==> src/hw/rtl/nstw_pkg.sv <==
package nstw_pkg;

    localparam int NODES       = 256;
    localparam int SWITCHES    = 256;
    localparam int LENGTH_BITS = 16;

    localparam int NODE_AW  = $clog2(NODES);
    localparam int SW_AW    = $clog2(SWITCHES);
    localparam int STEP_W   = $clog2(NODES + 2);
    localparam int TOTAL_W  = 24;

    localparam logic [1:0] OP_WRITE  = 2'd0;
    localparam logic [1:0] OP_SWITCH = 2'd1;
    localparam logic [1:0] OP_WALK   = 2'd2;
    localparam logic [1:0] OP_FIND   = 2'd3;

    localparam logic [1:0] KIND_SENSOR = 2'd1;
    localparam logic [1:0] KIND_BRANCH = 2'd2;
    localparam logic [1:0] KIND_EXIT   = 2'd3;

    localparam logic [1:0] STAT_OK   = 2'd0;
    localparam logic [1:0] STAT_MISS = 2'd1;
    localparam logic [1:0] STAT_LOOP = 2'd2;

    typedef logic [2:0] t_res_kind;
    localparam t_res_kind RES_ZERO  = 3'd0;
    localparam t_res_kind RES_WALK  = 3'd1;
    localparam t_res_kind RES_LOOP  = 3'd2;
    localparam t_res_kind RES_FOUND = 3'd3;
    localparam t_res_kind RES_MISS  = 3'd4;

    typedef struct packed {
        logic [1:0]             kind;
        logic [7:0]             number;
        logic [7:0]             s_dest;
        logic [LENGTH_BITS-1:0] s_len;
        logic [7:0]             c_dest;
        logic [LENGTH_BITS-1:0] c_len;
    } t_node;

    localparam int NODE_W = $bits(t_node);

    typedef struct packed {
        logic [7:0]  node_index;
        logic [1:0]  node_kind;
        logic [7:0]  node_number;
        logic [7:0]  straight_dest;
        logic [15:0] straight_length;
        logic [7:0]  curved_dest;
        logic [15:0] curved_length;
        logic [7:0]  switch_number;
        logic        switch_curved;
    } t_req;

    typedef struct packed {
        logic      wr_node;
        logic      wr_switch;
        logic      walk_start;
        logic      sw_issue;
        logic      walk_step;
        logic      find_start;
        logic      find_next;
        logic      res_set;
        t_res_kind res_kind;
        logic      out_load;
    } t_dp_cmd;

    typedef struct packed {
        logic walk_stop;
        logic step_limit;
        logic find_match;
        logic find_last;
        logic out_free;
    } t_dp_stat;

endpackage

==> src/hw/rtl/nstw_ctrl.sv <==
module nstw_ctrl (
    input  logic               i_clk,
    input  logic               i_rst_n,
    input  logic               i_valid,
    input  logic [1:0]         i_opcode,
    input  nstw_pkg::t_dp_stat i_stat,
    output logic               o_ready,
    output nstw_pkg::t_dp_cmd  o_cmd
);

    localparam logic [2:0] ST_IDLE      = 3'd0;
    localparam logic [2:0] ST_WALK_NODE = 3'd1;
    localparam logic [2:0] ST_WALK_SW   = 3'd2;
    localparam logic [2:0] ST_FIND      = 3'd3;
    localparam logic [2:0] ST_RESULT    = 3'd4;

    logic [2:0] r_state;
    logic [2:0] n_state;

    always_ff @(posedge i_clk) begin
        if (!i_rst_n) begin
            r_state <= ST_IDLE;
        end else begin
            r_state <= n_state;
        end
    end

    assign o_ready = (r_state == ST_IDLE);

    always_comb begin
        n_state = r_state;
        o_cmd   = '0;
        unique case (r_state)
            ST_IDLE: begin
                if (i_valid) begin
                    unique case (i_opcode)
                        nstw_pkg::OP_WRITE: begin
                            o_cmd.wr_node  = 1'b1;
                            o_cmd.res_set  = 1'b1;
                            o_cmd.res_kind = nstw_pkg::RES_ZERO;
                            n_state        = ST_RESULT;
                        end
                        nstw_pkg::OP_SWITCH: begin
                            o_cmd.wr_switch = 1'b1;
                            o_cmd.res_set   = 1'b1;
                            o_cmd.res_kind  = nstw_pkg::RES_ZERO;
                            n_state         = ST_RESULT;
                        end
                        nstw_pkg::OP_WALK: begin
                            o_cmd.walk_start = 1'b1;
                            n_state          = ST_WALK_NODE;
                        end
                        nstw_pkg::OP_FIND: begin
                            o_cmd.find_start = 1'b1;
                            n_state          = ST_FIND;
                        end
                    endcase
                end
            end
            ST_WALK_NODE: begin
                o_cmd.sw_issue = 1'b1;
                n_state        = ST_WALK_SW;
            end
            ST_WALK_SW: begin
                priority if (i_stat.walk_stop) begin
                    o_cmd.res_set  = 1'b1;
                    o_cmd.res_kind = nstw_pkg::RES_WALK;
                    n_state        = ST_RESULT;
                end else if (i_stat.step_limit) begin
                    o_cmd.res_set  = 1'b1;
                    o_cmd.res_kind = nstw_pkg::RES_LOOP;
                    n_state        = ST_RESULT;
                end else begin
                    o_cmd.walk_step = 1'b1;
                    n_state         = ST_WALK_NODE;
                end
            end
            ST_FIND: begin
                priority if (i_stat.find_match) begin
                    o_cmd.res_set  = 1'b1;
                    o_cmd.res_kind = nstw_pkg::RES_FOUND;
                    n_state        = ST_RESULT;
                end else if (i_stat.find_last) begin
                    o_cmd.res_set  = 1'b1;
                    o_cmd.res_kind = nstw_pkg::RES_MISS;
                    n_state        = ST_RESULT;
                end else begin
                    o_cmd.find_next = 1'b1;
                end
            end
            ST_RESULT: begin
                if (i_stat.out_free) begin
                    o_cmd.out_load = 1'b1;
                    n_state        = ST_IDLE;
                end
            end
            default: begin
                n_state = ST_IDLE;
            end
        endcase
    end

endmodule

==> config.mk <==
export PLATFORM = sky130hd
export DESIGN_NAME = nstw_ctrl
export DESIGN_NICKNAME = d
export VERILOG_FILES = /design/src/hw/rtl/nstw_pkg.sv /design/src/hw/rtl/nstw_ctrl.sv
export SDC_FILE = /design/constraint.sdc
export NUM_CORES = 1
export LEC_CHECK = 0
export ABC_AREA = 1
export BUFFER_PORTS_ARGS = -buffer_cell sky130_fd_sc_hd__buf_2
export CAP_MARGIN = 30
export CORE_AREA = 2 2 39 41
export DETAILED_ROUTE_END_ITERATION = 16
export DIE_AREA = 0 0 41 43
export PLACE_DENSITY = 0.51
export RECOVER_POWER = 50
export SLEW_MARGIN = 20
export SYNTH_ARGS = -nofsm -noshare
export SYNTH_HDL_FRONTEND = slang
export SYNTH_SLANG_ARGS = --single-unit
==> constraint.sdc <==
create_clock -name i_clk -period 0.92 [get_ports i_clk]
set_input_delay 0.046 -clock i_clk [delete_from_list [all_inputs] [get_ports i_clk]]
set_output_delay 0.046 -clock i_clk [all_outputs]
set_load 0.01 [all_outputs]
# == After elaboration in Yosys (flattened, before gate mapping) ==
# Index checks and enable logic that the tools add are counted.
# totals
word_cells,47
output_inout_bits,13
regBits,3
mem_count,0
rom_bits,0
input_bits,10
ram_bits,0
latch_bits,0
# op_classes
n_reduce_logical,4
shift,0
bitwise,0
order_cmp,0
mul,0
eq_ne,10
add_sub_neg,0
n_div,0
mux,32
# op_table
op,n
$mux 3,8
$mux 4,6
$mux 1,15
$pmux 3 s5,1
$pmux 4 s3,1
$pmux 3 s3,1
$eq 3x2->1 const B,2
$eq 2x2->1 const B,2
$ne 2x2->1 const B,2
$eq 3x1->1 const B,1
$eq 3x3->1 const B,1
$logic_not 3->1,1
$ne 3x3->1 const B,1
$reduce_and 3->1,1
$eq 2x1->1 const B,1
$logic_not 2->1,1
$reduce_or 2->1,1

# == Longest topological paths before layout ==
# Gate-level depths: netlist of run 1.
# logic_depth
ltp_word,5
ltp_mapped,8
depth_no_buf,8

# == Worst setup path after synthesis of run 1 ==
# No wires, ideal clock.
# synth_path
kind,register to output
start,register r_state[0]
end,output o_cmd[9] in the netlist's numbering
path_slack_ns,-0.123
n_path_buf,0
path_stages_with_launch,4
required_time_ns,0.874
arrival_time_ns,0.997
cell_sequence,dfxtp_1 > nor3_2 > nand2_1 > nor3_1
# synth_lines
item,line,source
start: declaration,nstw_ctrl.sv:17,logic [2:0] r_state;
start signal: assignment,nstw_ctrl.sv:24,r_state <= n_state;
end: declaration,nstw_ctrl.sv:8,output nstw_pkg::t_dp_cmd o_cmd

==> key figures, run 1 <==
STA
  – Slew HR: 88.23%
  – Fin. max-slew vios: 0
  – Max Clk Rate: 825.8 MHz
  – Final hold violations: 0
  – Crit path time final: 1.211 ns
  – Worst-margin pin slew: 0.1752 ns
  – Clock skew: 0.0005354 ns
  – Final Cycle Share: 131.6%
  – Finish-stage setup viols: 16
  – Setup TNS: -3.630 ns
  – RSZ-0062 raised after global routing: true
  – Hold slack: 0.05195 ns
  – Final WS setup: -0.2910 ns

Setup path
  – Reg-to-reg critical path endpoint: r_state[1]
  – Crit path capture type: output pin
  – Critical Path Source Type: flip-flop
  – Largest stage delay on the critical path: 0.40 ns
  – Reg2reg path depth: 7
  – Worst R2R Start: r_state[0]
  – Worst path required time: 0.87 ns
  – R2R Setup Slk: -0.18 ns
  – Arrival time at the worst endpoint: 1.17 ns
  – CP max FO: 5
  – Kind of critical path: reg2out
  – Highest-delay cell along the critical path: dfxtp_4
  – Worst path bufs/invs: 4
  – Kind of cell adding the most delay to the critical path: flip-flops
  – Worst-path cell chain: inv_2 -> nor2_1 -> nand2_1 -> buf_4 -> inv_1 -> buf_2

Cells and area
  – Layout cells sized above 1: 60.22%
  – Filler cells: 159
  – ANT cells: 0
  – Final Non-Filler Cells: 109
  – Reg with most FFs: r_state
  – Commonest non-fill, non-tap cell in the layout: buf_2
  – Area grow syn2layout: 100.0%
  – Final-stage net count: 104
  – Top Registers: r_state: 3 flops
  – Commonest non-fill, non-tap cells in the layout: buf_2, inv_1, nor2_1, nand2_1
  – Max reg flops: 3

Detailed routing
  – Post-route ant nets: 0
  – Top routing layer in use: met3
  – Drt wl/cell: 10.34 um
  – DRT Pass-1 Iters: 5
  – Vias per inst: 4.541
  – Total Wirelength: 1127 um
  – Met2 wire length: 623 um
  – Metal3 WL: 59 um
  – Metal-1 WL: 444 um
  – Initial DRC count: 13
  – Post-route DRC violation count: 0
  – Vias after detailed routing: 495

Global routing
  – Aggregate global-route resource usage: 13.84%
  – Initial antenna violation count: 0
  – Vias in the first global route: 458
  – First-pass GRT wire length: 1759 um
  – GRT overflow: 0
  – Largest net degree at the start of global routing: 8

Hold path
  – Hold EP: r_state[0]
  – WHS Path Cells: 3
  – HP Start: i_rst_n
  – Worst hold path type: in2reg

Synth
  – Yosys warns: 0
  – Avg Cell Area, Syn: 5.353 sq um
  – Post-Syn Instances: 61
  – Synth unique cells: 17
  – Seq/Total Area, Yosys: 18.39%
  – Register bit total from synthesis: 3
  – Syn nets: 71
  – Mapped Area: 326.6 sq um

Pwr
  – Final Power: 1168 uW
  – Leakage power: 0.0003742 uW
  – Pwr/cell area: 1789 nW/um^2
  – VDD IR max: 0.7908 mV

Floorplanning
  – Die footprint: 1763 sq um
  – Chip width: 41 um
  – Starting Density: 23.60%
  – Chip height: 43 um
  – Row cnt: 14
  – I/O Pins: 23
  – Core ar.: 1384 sq um

Status
  – Failing checks: setup timing
  – Status: complete, but fails checks

Place
  – PortBufs: 22
  – Placer Congestion: 0.7015
  – DP Wirelength: 831.6 um
  – Inst Count DP: 100

Clock network
  – CTS buffer count: 3
  – CTS root buffer: clkbuf_4
  – CTS tree: built
  – Number of H-tree levels: 1
  – CTS sink cnt: 3
  – Worst-path clk slew: 0.04 ns
  – Clock buffer depth: 2
  – Clock latency on the worst-skew pair: 0.23 ns

Flow run
  – Max cap viols: 0
-- worst max-delay path by stage --
stage	from	to	slack (ns)	cells past startpoint
after global placement	r_state[2]	o_cmd[2]	-0.14	4
after detailed placement	r_state[2]	o_cmd[2]	-0.14	4
after CTS	r_state[0]	o_cmd[9]	-0.29	4
after global routing	r_state[0]	o_cmd[11]	-0.36	4
final	r_state[0]	o_cmd[8]	-0.29	6
after floorplan	r_state[1]	r_state[0]	-0.04	5
-- worst min-delay path: cells and delay by family --
family                 cells  cell delay, ns
buffers and inverters      1            0.11
AND/OR/NAND/NOR            2            0.09
-- stage by stage --
stage	instance area, sq um	util [%]	worst slack [ns]
global placement	514.2	37.16	-0.1368
detailed placement	514.2	37.16	-0.1422
floorplan	376.6	-	-0.04403
global route	653.1	47.20	-0.3588
CTS	621.8	44.94	-0.2857
finish	653.1	47.20	-0.2910
-- cells by family (layout without fill, tap and decap cells) --
logic type | after synthesis | count (layout) | share of synthesized area [%]
compound gates | 4 | 4 | 7.662
buf+inv | 16 | 48 | 18.39
flops | 3 | 3 | 18.39
simple gates | 38 | 38 | 55.56
-- cell usage after synthesis --
cell / count / area [sq um]
dfxtp_1: 3 / 60.06
inv_1: 15 / 56.30
o22ai_1: 1 / 6.260
nand3_2: 2 / 20.02
nor2_2: 1 / 6.260
nand2_1: 10 / 37.54
nand4_1: 2 / 12.51
nand3_1: 4 / 20.02
nand2_2: 1 / 6.260
nor3_1: 2 / 10.01
inv_2: 1 / 3.750
o32ai_1: 1 / 8.760
nor4_1: 1 / 6.260
o21ai_1: 1 / 5.000
nor3_2: 1 / 10.01
o21ai_0: 1 / 5.000
nor2_1: 14 / 52.55
-- repair_timing --
item | 4_1_cts | 5_1_grt
endpoints found under the setup margin | 16 | 16
hold buffers | 0 | 0
pin swaps | 4 | 4
buffers inserted | 4 | 1
gates resized for setup | 14 | 6
-- routing by layer --
layer | track usage, % | vias to the layer above
met5 | 0 | -
li1 | - | 257
met3 | 3.141 | 0
met2 | 23.13 | 14
met4 | 4.000 | 0
met1 | 16.67 | 224
-- power by group --
part / total [uW] / switching (uW) / leakage [uW] / internal (uW)
Combinational: 676 / 346 / 0.000333 / 330
Sequential: 267 / 93.2 / 0.0000267 / 173
Clock: 226 / 63.8 / 0.0000150 / 162
-- cell type report --
class / count / area, sq um / share of cell area [%]
inverter: 16 / 67.56 / 10.34
clock buffer: 4 / 26.28 / 4.023
multi-input combinational: 42 / 295.3 / 45.21
sequential: 3 / 71.32 / 10.92
timing repair buffer: 28 / 172.7 / 26.44
tap: 16 / 20.02 / 3.065
No activity file was read; power rests on OpenSTA's default activity.
==> inputs of run 2 (changes only) <==
--- a/config.mk
+++ b/config.mk
@@ -11,8 +11,9 @@
 export CORE_AREA = 2 2 39 41
 export DETAILED_ROUTE_END_ITERATION = 16
 export DIE_AREA = 0 0 41 43
-export PLACE_DENSITY = 0.51
+export PLACE_DENSITY = 0.57
 export RECOVER_POWER = 50
+export SETUP_SLACK_MARGIN = 0.3
 export SLEW_MARGIN = 20
 export SYNTH_ARGS = -nofsm -noshare
 export SYNTH_HDL_FRONTEND = slang
==> key figures, run 2 (synthesized netlist as in run 1, its figures left out) <==
Detailed routing
  – Post-route DRC violation count: 0 (unchanged)
  – Vias per inst: 4.339 (was 4.541)
  – Vias after detailed routing: 486 (was 495)
  – Total Wirelength: 1015 um (was 1127 um)
  – Drt wl/cell: 9.063 um (was 10.34 um)
  – Initial DRC count: 4 (was 13)
  – Post-route ant nets: 0 (unchanged)
  – DRT Pass-1 Iters: 4 (was 5)

Global routing
  – Vias in the first global route: 419 (was 458)
  – GRT overflow: 0 (unchanged)
  – Initial antenna violation count: 0 (unchanged)
  – Largest net degree at the start of global routing: 8 (unchanged)
  – Aggregate global-route resource usage: 13.44% (was 13.84%)
  – First-pass GRT wire length: 1600 um (was 1759 um)

STA
  – RSZ-0062 raised after global routing: true (unchanged)
  – Final Cycle Share: 131.5% (was 131.6%)
  – Finish-stage setup viols: 16 (unchanged)
  – Clock skew: 0.0003281 ns (was 0.0005354 ns)
  – Max Clk Rate: 826.6 MHz (was 825.8 MHz)
  – Slew HR: 85.08% (was 88.23%)
  – Fin. max-slew vios: 0 (unchanged)
  – Final hold violations: 0 (unchanged)
  – Hold slack: 0.04538 ns (was 0.05195 ns)
  – Crit path time final: 1.210 ns (was 1.211 ns)
  – Final WS setup: -0.2897 ns (was -0.2910 ns)
  – Worst-margin pin slew: 0.2218 ns (was 0.1752 ns)

Setup path
  – Reg2reg path depth: 6 (was 7)
  – Worst R2R Start: r_state[1] (was r_state[0])
  – R2R Setup Slk: -0.20 ns (was -0.18 ns)
  – CP max FO: 5 (unchanged)
  – Arrival time at the worst endpoint: 1.16 ns (was 1.17 ns)
  – Critical Path Source Type: flip-flop (unchanged)
  – Setup crit start: r_state[0] (unchanged)
  – Kind of critical path: reg2out (unchanged)
  – Setup crit end: o_cmd[2] (was o_cmd[8])
  – Crit path capture type: output pin (unchanged)
  – Worst path required time: 0.87 ns (about the same)
  – Reg-to-reg critical path endpoint: r_state[2] (was r_state[1])

Clock network
  – Number of H-tree levels: 1 (unchanged)
  – CTS root buffer: clkbuf_4 (unchanged)
  – Clock buffer depth: 2 (unchanged)
  – CTS sink cnt: 3 (unchanged)
  – Clock latency on the worst-skew pair: 0.24 ns (was 0.23 ns)
  – CTS buffer count: 3 (unchanged)
  – CTS tree: built (unchanged)
  – Worst-path clk slew: 0.04 ns (about the same)

Pwr
  – Clock Power Share: 20.1% (was 19.4%)
  – Comb power frac: 57.9% (was 57.8%)
  – Pwr/cell area: 1750 nW/um^2 (was 1789 nW/um^2)
  – Leakage power: 0.0003992 uW (was 0.0003742 uW)
  – Reg power frac: 22.0% (was 22.8%)
  – VDD IR max: 0.9422 mV (was 0.7908 mV)
  – Internal: 668.4 uW (was 665.5 uW)
  – Switching Share: 43.49% (was 43.04%)
  – Sw power: 514.3 uW (was 502.8 uW)

Cells and area
  – Top Registers: r_state: 3 flops (unchanged)
  – Area grow syn2layout: 106.9% (was 100.0%)
  – Commonest non-fill, non-tap cell in the layout: buf_2 (unchanged)
  – Final-stage net count: 107 (was 104)
  – Fin util: 48.82% (was 47.20%)
  – ANT cells: 0 (unchanged)
  – Layout cells sized above 1: 63.54% (was 60.22%)
  – Commonest non-fill, non-tap cells in the layout: buf_2, inv_1, nor2_1, nand2_1, buf_4 (was buf_2, inv_1, nor2_1, nand2_1)
  – Reg with most FFs: r_state (unchanged)
  – Max reg flops: 3 (unchanged)

Floorplanning
  – Core ar.: 1384 sq um (unchanged)
  – Starting Density: 23.60% (unchanged)
  – I/O Pins: 23 (unchanged)
  – Chip width: 41 um (unchanged)
  – Die footprint: 1763 sq um (unchanged)
  – Row cnt: 14 (unchanged)
  – Chip height: 43 um (unchanged)

Status
  – Failing checks: setup timing (unchanged)
  – Status: complete, but fails checks (unchanged)

Place
  – PortBufs: 22 (unchanged)
  – Placer Congestion: 0.7777 (was 0.7015)
  – DP Wirelength: 721.4 um (was 831.6 um)

Hold path
  – Worst hold path type: in2reg (unchanged)

Flow run
  – Max cap viols: 0 (unchanged)
run 2: power groups by stage:
stage / logic, uW / clock network [uW] / registers (uW)
floorplan: 319 / 0 / 217
global placement: 508 / 0 / 223
detailed placement: 505 / 0 / 224
CTS: 613 / 246 / 258
global route: 760 / 255 / 267
finish: 685 / 238 / 260
run 2: worst max-delay path: stages, from the launching register on:
cell and delay, ns:
dfxtp_4 0.37, inv_2 0.11, nand3_4 0.09, o32ai_2 0.19
buf_2 0.16
run 2: worst min-delay path by stage:
stage	from	to	cells past startpoint
after floorplan	i_opcode[0]	o_cmd[11]	1
after global placement	i_rst_n	r_state[0]	3
after global routing	i_rst_n	r_state[0]	3
after detailed placement	i_rst_n	r_state[0]	3
after CTS	i_rst_n	r_state[0]	3
final	i_rst_n	r_state[0]	3
run 2: metrics by stage:
step           setup TNS [ns]  area, sq um  std cells  total power, uW  setup WS, ns
2_1_floorplan        -0.06286        366.6         61            536.1      -0.02576
3_3_place_gp          -0.8420        526.8        103            731.0       -0.1412
3_5_place_dp          -0.8393        526.8        103            729.7       -0.1294
4_1_cts                -3.682        644.4        110             1117       -0.2939
5_1_grt                -4.821        675.6        112             1281       -0.3730
6_report               -3.714        675.6        112             1183       -0.2897
run 2: final cells by class:
cell class                 instances  area (sq um)
inverter                          16         65.06
sequential                         3         71.32
multi-input combinational         42         299.0
clock buffer                       4         26.28
timing repair buffer              31         193.9
tap                               16         20.02
fill                             150         708.2
run 2: layer usage:
metal / GRT usage [%] / routed length, um
met1: 15.38 / 410
met2: 22.19 / 530
met3: 1.571 / 56
met4: 8.000 / 19
met5: 0 / 0
run 2: what timing repair did:
action | CTS | global route
resized for setup | 19 | 4
endpoints found under the setup margin | 16 | 16
pin swaps | 6 | 8
hold buffers | 0 | 0
setup buffers | 3 | 2
==> inputs of run 3 (changes only) <==
--- a/config.mk
+++ b/config.mk
@@ -11,9 +11,11 @@
 export CORE_AREA = 2 2 39 41
 export DETAILED_ROUTE_END_ITERATION = 16
 export DIE_AREA = 0 0 41 43
-export PLACE_DENSITY = 0.57
+export PLACE_DENSITY = 0.56
 export RECOVER_POWER = 50
+export REMOVE_ABC_BUFFERS = 1
 export SETUP_SLACK_MARGIN = 0.3
+export SKIP_LAST_GASP = 1
 export SLEW_MARGIN = 20
 export SYNTH_ARGS = -nofsm -noshare
 export SYNTH_HDL_FRONTEND = slang
==> constraint.sdc (replaced) <==
create_clock -name i_clk -period 1.15 [get_ports i_clk]
set_input_delay 0.0575 -clock i_clk [delete_from_list [all_inputs] [get_ports i_clk]]
set_output_delay 0.0575 -clock i_clk [all_outputs]
set_load 0.01 [all_outputs]
==> key figures, run 3 (synthesized netlist as in run 1, its figures left out) <==
STA
  – RSZ-0062 raised after global routing: true (unchanged)
  – Final hold violations: 0 (unchanged)
  – Finish-stage setup viols: 11 (was 16)
  – Clock skew: 0.005669 ns (was 0.0003281 ns)
  – Setup TNS: -0.8160 ns (was -3.714 ns)
  – Final Cycle Share: 111.3%
  – Slew HR: 76.93% (was 85.08%)
  – Fin. max-slew vios: 0 (unchanged)
  – Max Clk Rate: 781.5 MHz
  – Crit path time final: 1.280 ns
  – Worst-margin pin slew: 0.3428 ns (was 0.2218 ns)
  – Final WS setup: -0.1295 ns (was -0.2897 ns)

Place
  – DP Wirelength: 748.4 um (was 721.4 um)
  – PortBufs: 22 (unchanged)
  – Placer Congestion: 0.8220 (was 0.7777)

Global routing
  – Aggregate global-route resource usage: 12.84% (was 13.44%)
  – Vias in the first global route: 418 (was 419)
  – Initial antenna violation count: 0 (unchanged)
  – GRT overflow: 0 (unchanged)
  – First-pass GRT wire length: 1559 um (was 1600 um)
  – Largest net degree at the start of global routing: 8 (unchanged)

Detailed routing
  – DRT Pass-1 Iters: 4 (unchanged)
  – Total Wirelength: 1173 um (was 1015 um)
  – Post-route ant nets: 0 (unchanged)
  – Drt wl/cell: 10.66 um (was 9.063 um)
  – Initial DRC count: 7 (was 4)
  – Vias after detailed routing: 500 (was 486)
  – Post-route DRC violation count: 0 (unchanged)
  – Vias per inst: 4.545 (was 4.339)

Flow run
  – Max cap viols: 0 (unchanged)

Clock network
  – Clock buffer depth: 2 (unchanged)
  – Number of H-tree levels: 1 (unchanged)
  – CTS tree: built (unchanged)
  – CTS sink cnt: 3 (unchanged)
  – CTS buffer count: 3 (unchanged)
  – Worst-path clk slew: 0.04 ns (about the same)
  – Clock latency on the worst-skew pair: 0.24 ns (about the same)
  – CTS root buffer: clkbuf_4 (unchanged)

Hold path
  – Worst hold path type: in2reg (unchanged)

Floorplanning
  – I/O Pins: 23 (unchanged)
  – Chip height: 43 um (unchanged)
  – Die footprint: 1763 sq um (unchanged)
  – Core ar.: 1384 sq um (unchanged)
  – Row cnt: 14 (unchanged)
  – Chip width: 41 um (unchanged)
  – Starting Density: 23.60% (unchanged)

Pwr
  – VDD IR max: 1.020 mV (was 0.9422 mV)
  – Pwr/cell area: 1462 nW/um^2 (was 1750 nW/um^2)
  – Leakage power: 0.0003754 uW (was 0.0003992 uW)

Setup path
  – Largest stage delay on the critical path: 0.36 ns (was 0.37 ns)
  – Arrival time at the worst endpoint: 1.22 ns (was 1.16 ns)
  – Worst path required time: 1.09 ns (was 0.87 ns)
  – Worst-path cell chain: buf_6 -> nor2_4 -> nand4_1 -> nand3_2 -> buf_2 (was inv_2 -> nand3_4 -> o32ai_2 -> buf_2)
  – Kind of critical path: reg2out (unchanged)
  – Kind of cell adding the most delay to the critical path: simple AND/OR/NAND/NOR gates (was flip-flops)
  – Worst path bufs/invs: 2 (unchanged)
  – CP max FO: 5 (unchanged)
  – Crit path capture type: output pin (unchanged)
  – Highest-delay cell along the critical path: dfxtp_4 (unchanged)
  – Critical Path Source Type: flip-flop (unchanged)

Cells and area
  – Top Registers: r_state: 3 flops (unchanged)
  – ANT cells: 0 (unchanged)
  – Commonest non-fill, non-tap cells in the layout: buf_2, inv_1, nor2_1, nand2_1, nand3_2 (was buf_2, inv_1, nor2_1, nand2_1, buf_4)
  – Area grow syn2layout: 100.8% (was 106.9%)
  – Max reg flops: 3 (unchanged)
  – Fin util: 47.38% (was 48.82%)
  – Reg with most FFs: r_state (unchanged)
  – Commonest non-fill, non-tap cell in the layout: buf_2 (unchanged)
  – Layout cells sized above 1: 62.77% (was 63.54%)
  – Final-stage net count: 105 (was 107)

Status
  – Status: complete, but fails checks (unchanged)
  – Failing checks: setup timing (unchanged)
run 3: changes by cell type in the layout (fill, tap and decap cells not counted), moves of 2 or more:
cell,change
buf_4,-4
inv_4,+2
nor2_1,+2
nor2_2,-2
run 3: power breakdown:
part	switching (uW)	internal [uW]	total, uW	leakage [uW]
clock network	59.2	130	190	0.0000150
registers	53.7	138	192	0.0000267
logic	303	274	577	0.000334
run 3: per-layer routing:
layer / GRT usage [%] / wire, um / up-vias / share of wire, %
li1: - / - / 255 / -
met1: 15.71 / 444 / 225 / 38
met2: 20.00 / 629 / 18 / 54
met3: 4.712 / 79 / 2 / 6.7
met4: 4.000 / 21 / 0 / 1.8
met5: 0 / 0 / - / 0
run 3: final timing paths:
path              start          to  slack [ns]  depth (start not counted)
max reg2reg  r_state[1]  r_state[2]       -0.01                          7
min reg2reg  r_state[0]  r_state[0]        0.64                          4
max          r_state[1]    o_cmd[4]       -0.13                          5
min             i_rst_n  r_state[0]        0.06                          3
run 3: worst reg2reg max path, delay by kind of cell (launching register included):
family / cells / cell delay (ns)
and+or+nand+nor: 5 / 0.48
DFF: 1 / 0.36
buffers and inverters: 2 / 0.24
run 3: layout make-up:
type / count / area, sq um
Clock buffer: 4 / 26.28
Fill cell: 133 / 728.2
Inverter: 16 / 65.06
Multi-Input combinational cell: 42 / 292.8
Sequential cell: 3 / 71.32
Tap cell: 16 / 20.02
Timing Repair Buffer: 29 / 180.2
run 3: repair_timing:
action,in CTS,in global routing
endpoints found under the setup margin,16,16
setup buffers,2,4
hold buffers,0,0
cloned,0,0
pin swaps,0,9
resized for setup,15,21
run 3: through the flow:
stage	instance area, sq um	power [uW]	std cells	hold WS, ns	setup WS, ns
floorplan	326.6	386.7	61	0.1657	0.09521
global placement	464.2	510.5	100	0.3013	0.05718
detailed placement	464.2	508.9	100	0.3019	0.05557
CTS	548.0	787.0	106	0.04853	-0.1414
global route	655.6	1032	110	0.06282	-0.1943
finish	655.6	958.6	110	0.06088	-0.1295
